### config.mk
export PLATFORM = sky130hd
export DESIGN_NAME = mavg_ctrl
export DESIGN_NICKNAME = d
export VERILOG_FILES = /design/src/mavg_pkg.sv /design/src/mavg_ctrl.sv
export SDC_FILE = /design/constraint.sdc
export NUM_CORES = 1
export LEC_CHECK = 0
export BUFFER_PORTS_ARGS = -buffer_cell sky130_fd_sc_hd__buf_2
export CORE_AREA = 2 2 39 41
export DETAILED_ROUTE_END_ITERATION = 8
export DIE_AREA = 0 0 41 43
export SYNTH_ARGS = -nofsm -noshare
export SYNTH_HDL_FRONTEND = slang
export SYNTH_SLANG_ARGS = --single-unit
### constraint.sdc
create_clock -name aclk -period 0.9 [get_ports aclk]
set_input_delay 0.18 -clock aclk [delete_from_list [all_inputs] [get_ports aclk]]
set_output_delay 0.18 -clock aclk [all_outputs]
set_load 0.02 [all_outputs]
### src/mavg_pkg.sv
// Shared constants, state encoding and control structs for the moving average block.
package mavg_pkg;

    localparam int WINDOW_MAX  = 1024;
    localparam int PTR_W       = $clog2(WINDOW_MAX);
    localparam int LEN_W       = PTR_W + 1;
    localparam int SAMPLE_BITS = 32;
    localparam int ENTRY_W     = SAMPLE_BITS + 1;
    localparam int SUM_W       = SAMPLE_BITS + PTR_W;
    localparam int DIV_STEPS   = SUM_W;
    localparam int DIV_CNT_W   = $clog2(DIV_STEPS);

    typedef enum logic [2:0] {
        ST_IDLE,
        ST_READ,
        ST_RETIRE,
        ST_DIV_LOAD,
        ST_DIV_WAIT,
        ST_EMIT
    } mavg_state_t;

    typedef struct packed {
        logic accept;
        logic read;
        logic retire;
        logic div_start;
        logic emit;
    } mavg_cmd_t;

    typedef struct packed {
        logic div_done;
        logic out_free;
    } mavg_status_t;

endpackage

### src/mavg_ctrl.sv
// Controller state machine that sequences one word through the datapath.
module mavg_ctrl (
    input  logic                   aclk,
    input  logic                   aresetn,
    input  logic                   s_tvalid,
    output logic                   s_tready,
    input  mavg_pkg::mavg_status_t status,
    output mavg_pkg::mavg_cmd_t    cmd
);
    import mavg_pkg::*;

    mavg_state_t state_reg, state_next;

    always_comb begin
        state_next = state_reg;
        case (state_reg)
            ST_IDLE: begin
                if (s_tvalid) begin
                    state_next = ST_READ;
                end
            end
            ST_READ:     state_next = ST_RETIRE;
            ST_RETIRE:   state_next = ST_DIV_LOAD;
            ST_DIV_LOAD: state_next = ST_DIV_WAIT;
            ST_DIV_WAIT: begin
                if (status.div_done) begin
                    state_next = ST_EMIT;
                end
            end
            ST_EMIT: begin
                if (status.out_free) begin
                    state_next = ST_IDLE;
                end
            end
            default:     state_next = ST_IDLE;
        endcase
    end

    always_comb begin
        cmd      = '0;
        s_tready = 1'b0;
        case (state_reg)
            ST_IDLE: begin
                s_tready   = 1'b1;
                cmd.accept = s_tvalid;
            end
            ST_READ:     cmd.read      = 1'b1;
            ST_RETIRE:   cmd.retire    = 1'b1;
            ST_DIV_LOAD: cmd.div_start = 1'b1;
            ST_DIV_WAIT: cmd           = '0;
            ST_EMIT:     cmd.emit      = status.out_free;
            default:     cmd           = '0;
        endcase
    end

    always_ff @(posedge aclk) begin
        if (!aresetn) begin
            state_reg <= ST_IDLE;
        end else begin
            state_reg <= state_next;
        end
    end

endmodule

; Yosys cells after proc, flatten, opt, wreduce, memory -nomap -nowiden
; Index checks and enable logic that the tools add are counted.
[word_totals]
wordCells = 21
output_inout_bits = 6
reg_bits = 3
[classes]
reduce_logical = 2
muxes = 10
n_eq_ne = 8
[ops]
columns = operator, count
row1 = $pmux W3 S6, 1
row2 = $mux W3, 3
row3 = $eq A3 B2 Y1 const B, 2
row4 = $eq A3 B3 Y1 const B, 2
row5 = $mux W1, 6
row6 = $ne A2 B2 Y1 const B, 3
row7 = $eq A3 B1 Y1 const B, 1
row8 = $logic_not A3 Y1, 1
row9 = $reduce_and A3 Y1, 1

; Depth between registers and ports, before layout
[depth]
ltp_word = 3
ltp_mapped = 4

; Least setup slack after synthesis
; Ideal clock, no wire load.
[synth_timing]
kind = register -> output
startpoint = register state_reg[0]
endpoint = output cmd[4] (netlist bit)
required_time_ns = 0.720
path_slack_ns = -0.373
arrival_time_ns = 1.093
path_buffers = 1
stages_incl_launch_ff = 4
path_cell_list = dfxtp_1 buf_2 nor3_2 and2_1
[synth_lines]
columns = element, line_no
row1 = from (decl), mavg_ctrl.sv:12  ; mavg_state_t state_reg, state_next;
row2 = from (signal assigned), mavg_ctrl.sv:60  ; state_reg <= state_next;
row3 = to (decl), mavg_ctrl.sv:8  ; output mavg_pkg::mavg_cmd_t cmd

==> summary by stage <==
Outcome
The run finished, with violations left. The checks that failed: setup timing.

Synthesis
Summed over all instances, the cell type with the most area after synthesis is sky130_fd_sc_hd__dfxtp_1. The synthesized design contains 3 register bits. The mean instance size in the synthesized netlist is 8.47 um2. The mapped netlist covers 186 um2. The post-synthesis instance total is 22. The share of the yosys chip area belonging to registers is 32.2%. After synthesis, the cell types taking the most area are sky130_fd_sc_hd__dfxtp_1, sky130_fd_sc_hd__and2_1, sky130_fd_sc_hd__nor2b_1, sky130_fd_sc_hd__nor3b_2, sky130_fd_sc_hd__mux2i_1. The number of distinct library cells after synthesis is 17. The net count of the mapped netlist is 27.

The top cell type's share of synthesized area is 32.2%. The count of yosys warnings during synthesis is 0.

Power and ir drop
In this run, flip-flops and latches consume 25.6% of the power. VDD sags by at most 0.654 mV. The cell leakage power is 0.199 nW. For this design the total switching power over the nets is 0.000222 W. The internal power contribution is 0.000497 W. Of the total power, the share spent switching nets is 30.9%.

The clock share of power is 32.4%. In this run the power density over the cells is 1650 mW/mm2. Per report_power, the combinational group accounts for 42.0% of the total.

Routing
In the routed layout, each cell is associated on average with a via count of 3.85. The detailed router put a total of 211 um of wire on met1. The total number of vias is 231. For this run, design rule violations remaining after detail routing come to 0. The number of routed nets with antenna violations is 0.

After detailed routing, the met3 layer carries 37 um of wire. The wire length reported by the detailed router is 562 um. The DRC violation total after the first TritonRoute iteration is 0. The highest metal layer with signal wires is met3.

After detailed routing, the average wire length per cell comes to 9.37 um. Detailed routing placed a total of 313 um of wire on met2. The number of detailed-route iterations in the first pass is 1.

STA
The worst setup slack after layout is -334 ps. At the pin with the least slew margin, the transition time is 120 ps. Of the available clock period, the critical path in the final layout requires 137%. The count of pins over their slew limit was 0. Timing would allow up to 0.811 GHz.

For the finished layout, the period the worst path requires is 1230 ps. Across the routed clock network, the largest skew measured is 1.19 ps. The final count of negative-setup-slack endpoints is 9. The worst pin sits at a relative slew slack of 91.8%. The final number of hold-violating endpoints is 0.

Setup repair after global routing could not meet its margin everywhere.

Worst hold path
The class of the worst hold path is input pin to flip-flop.

Floorplanning
The number of core rows is 14. The standard cell core area is 0.00138 mm2. The height of the die is 43 um. The initial standard-cell utilization of the core is 13.5%.

The I/O pin total is 11. The floorplan die area is 0.00176 mm2. The die is 41 um wide.

Setup path
Walking the worst path, the cells encountered are nor2b_4, and3_4, buf_6. The cell type of the slowest stage on the worst timing path is sky130_fd_sc_hd__dfxtp_4. The top fanout value on the critical path is 6. STA classifies the critical path startpoint as a flip-flop. On the worst path, the slowest cell contributes a delay of 370 ps. The type of the worst setup path is flip-flop to output port.

The kind of cell adding the most delay to the critical path is flip-flops. The number of buffer and inverter instances along the worst setup path is 1. The endpoint class of the critical path is an output port.

For the worst setup path, the data arrival time is 1050 ps. At the worst endpoint, the required time is 720 ps.

Clocking
The number of H-tree branching levels is 1. The clock-pin slew of the registers on the worst-case setup and hold paths is 40 ps. The total of hold buffers inserted after clock tree synthesis is 0. The clock latency at the later pin of the worst-skew pair is 230 ps. The clock net in this run drives a total of 3 sinks. The tree is rooted in a sky130_fd_sc_hd__clkbuf_4. The CTS tree is built. The number of clock buffers added by TritonCTS is 3. The clock passes through at most 2 buffers.

Placed design
In this run the tool buffered the top-level ports with 10 buffer cells. The detailed placement HPWL is 388 um. The routability-driven placement congestion ratio is 0.704. Summing all placed instances gives a cell area of 324 um2.

The number of cells after detailed placement is 53. OpenSTA, run right after detailed placement, puts the worst setup slack at -186 ps.

Global routing
The number of antenna violations at the first check in global routing was 0. The via count of the first global-routing pass came to 217. The first global-routing pass estimated 869 um of wire.

The global-route total usage across every layer is 7.63%. The pin count of the biggest net entering global routing is 7. For this run the aggregate overflow at the end of global routing stands at 0.

Finish
The post-layout utilization of the core is 31.5%. The net count reported at finish is 50. The filler cells instantiated in the layout total 150. The number of flip-flops in the largest register is 3. 0 antenna diodes ended up in the layout. The post-route non-filler standard cell count is 60. The final cell area excluding filler cells is 435 um2. The post-route netlist has 79.5% of its cells at a drive strength greater than 1. The growth of design area from synthesis to finish is 134%.

Job
The number of maximum-capacitance constraint violations is 0.
[final timing paths]
| kind | start | endpoint | slack [ps] | cells after the start |
|---|---|---|---|---|
| worst max-delay path | state_reg[2] | cmd[0] | -330 | 3 |
| worst min-delay path | aresetn | state_reg[2] | 220 | 2 |
| worst max register to register | state_reg[2] | state_reg[2] | -80 | 4 |
| worst min register to register | state_reg[2] | state_reg[1] | 560 | 2 |
[layer usage]
metal,up-vias,track usage (%)
met2,5,10.0
li1,118,-
met5,-,0
met3,0,3.14
met4,0,6.00
met1,108,9.32
[metrics by stage]
stage               hold WS (ps)  power, W  TNS, ps
finish                       219  0.000719    -1900
global route                 227  0.000770    -2290
CTS                          210  0.000713    -1980
detailed placement           453  0.000408     -979
global placement             460  0.000407     -788
floorplan                    308  0.000329     -369
[synthesized netlist by cell type]
master	count
sky130_fd_sc_hd__dfxtp_1	3
sky130_fd_sc_hd__and2_1	2
sky130_fd_sc_hd__nand2_1	2
sky130_fd_sc_hd__nor2b_1	2
sky130_fd_sc_hd__a21oi_1	1
sky130_fd_sc_hd__and3_1	1
sky130_fd_sc_hd__and3b_1	1
sky130_fd_sc_hd__buf_2	1
sky130_fd_sc_hd__inv_1	1
sky130_fd_sc_hd__mux2i_1	1
sky130_fd_sc_hd__nor2_1	1
sky130_fd_sc_hd__nor3_2	1
sky130_fd_sc_hd__nor3b_1	1
sky130_fd_sc_hd__nor3b_2	1
sky130_fd_sc_hd__o211ai_1	1
sky130_fd_sc_hd__o21ai_1	1
sky130_fd_sc_hd__xnor2_1	1
[cell families after synthesis]
family	synth area share, %
muxes	5.37
DFF	32.2
and+or+nand+nor	43.6
buffers and inverters	4.69
xor gates and xnor gates	4.70
AOI/OAI and AO/OA	9.39
[power by group through the flow]
stage / clock, W / sequential (W) / combinational (W)
detailed placement: 0 / 0.000181 / 0.000227
floorplan: 0 / 0.000174 / 0.000155
global placement: 0 / 0.000179 / 0.000228
finish: 0.000233 / 0.000184 / 0.000302
global route: 0.000260 / 0.000188 / 0.000323
CTS: 0.000248 / 0.000184 / 0.000281
[layout by cell type, fill, tap and decap left out, types with 2 or more instances in the layout]
cell / n
sky130_fd_sc_hd__buf_2: 5
sky130_fd_sc_hd__buf_4: 7
sky130_fd_sc_hd__buf_6: 7
sky130_fd_sc_hd__clkbuf_4: 3
sky130_fd_sc_hd__dfxtp_4: 3
sky130_fd_sc_hd__nand2_1: 2
sky130_fd_sc_hd__nor3b_2: 2
[worst register-to-register path, cell delays in order, from the launching register on]
cell,delay (ps)
sky130_fd_sc_hd__dfxtp_4,370
sky130_fd_sc_hd__and3b_2,230
sky130_fd_sc_hd__buf_6,110
sky130_fd_sc_hd__a21oi_2,100
sky130_fd_sc_hd__nor2b_1,50
[final cells by class]
| cell class | count | area [um2] | area share [%] |
|---|---|---|---|
| sequential | 3 | 71.3 | 16.4 |
| timing repair buffer | 19 | 156 | 35.9 |
| multi-input combinational | 17 | 158 | 36.2 |
| tap | 16 | 20.0 | 4.60 |
| clock buffer | 4 | 26.3 | 6.03 |
| inverter | 1 | 3.75 | 0.862 |
[repair_timing]
| item | CTS | global route |
|---|---|---|
| setup endpoints to repair | 9 | 8 |
| cloned | 0 | 0 |
| setup buffers | 2 | 2 |
| gates resized for setup | 18 | 1 |
| pin swaps | 3 | 3 |
Power figures use the tool's default switching activity.
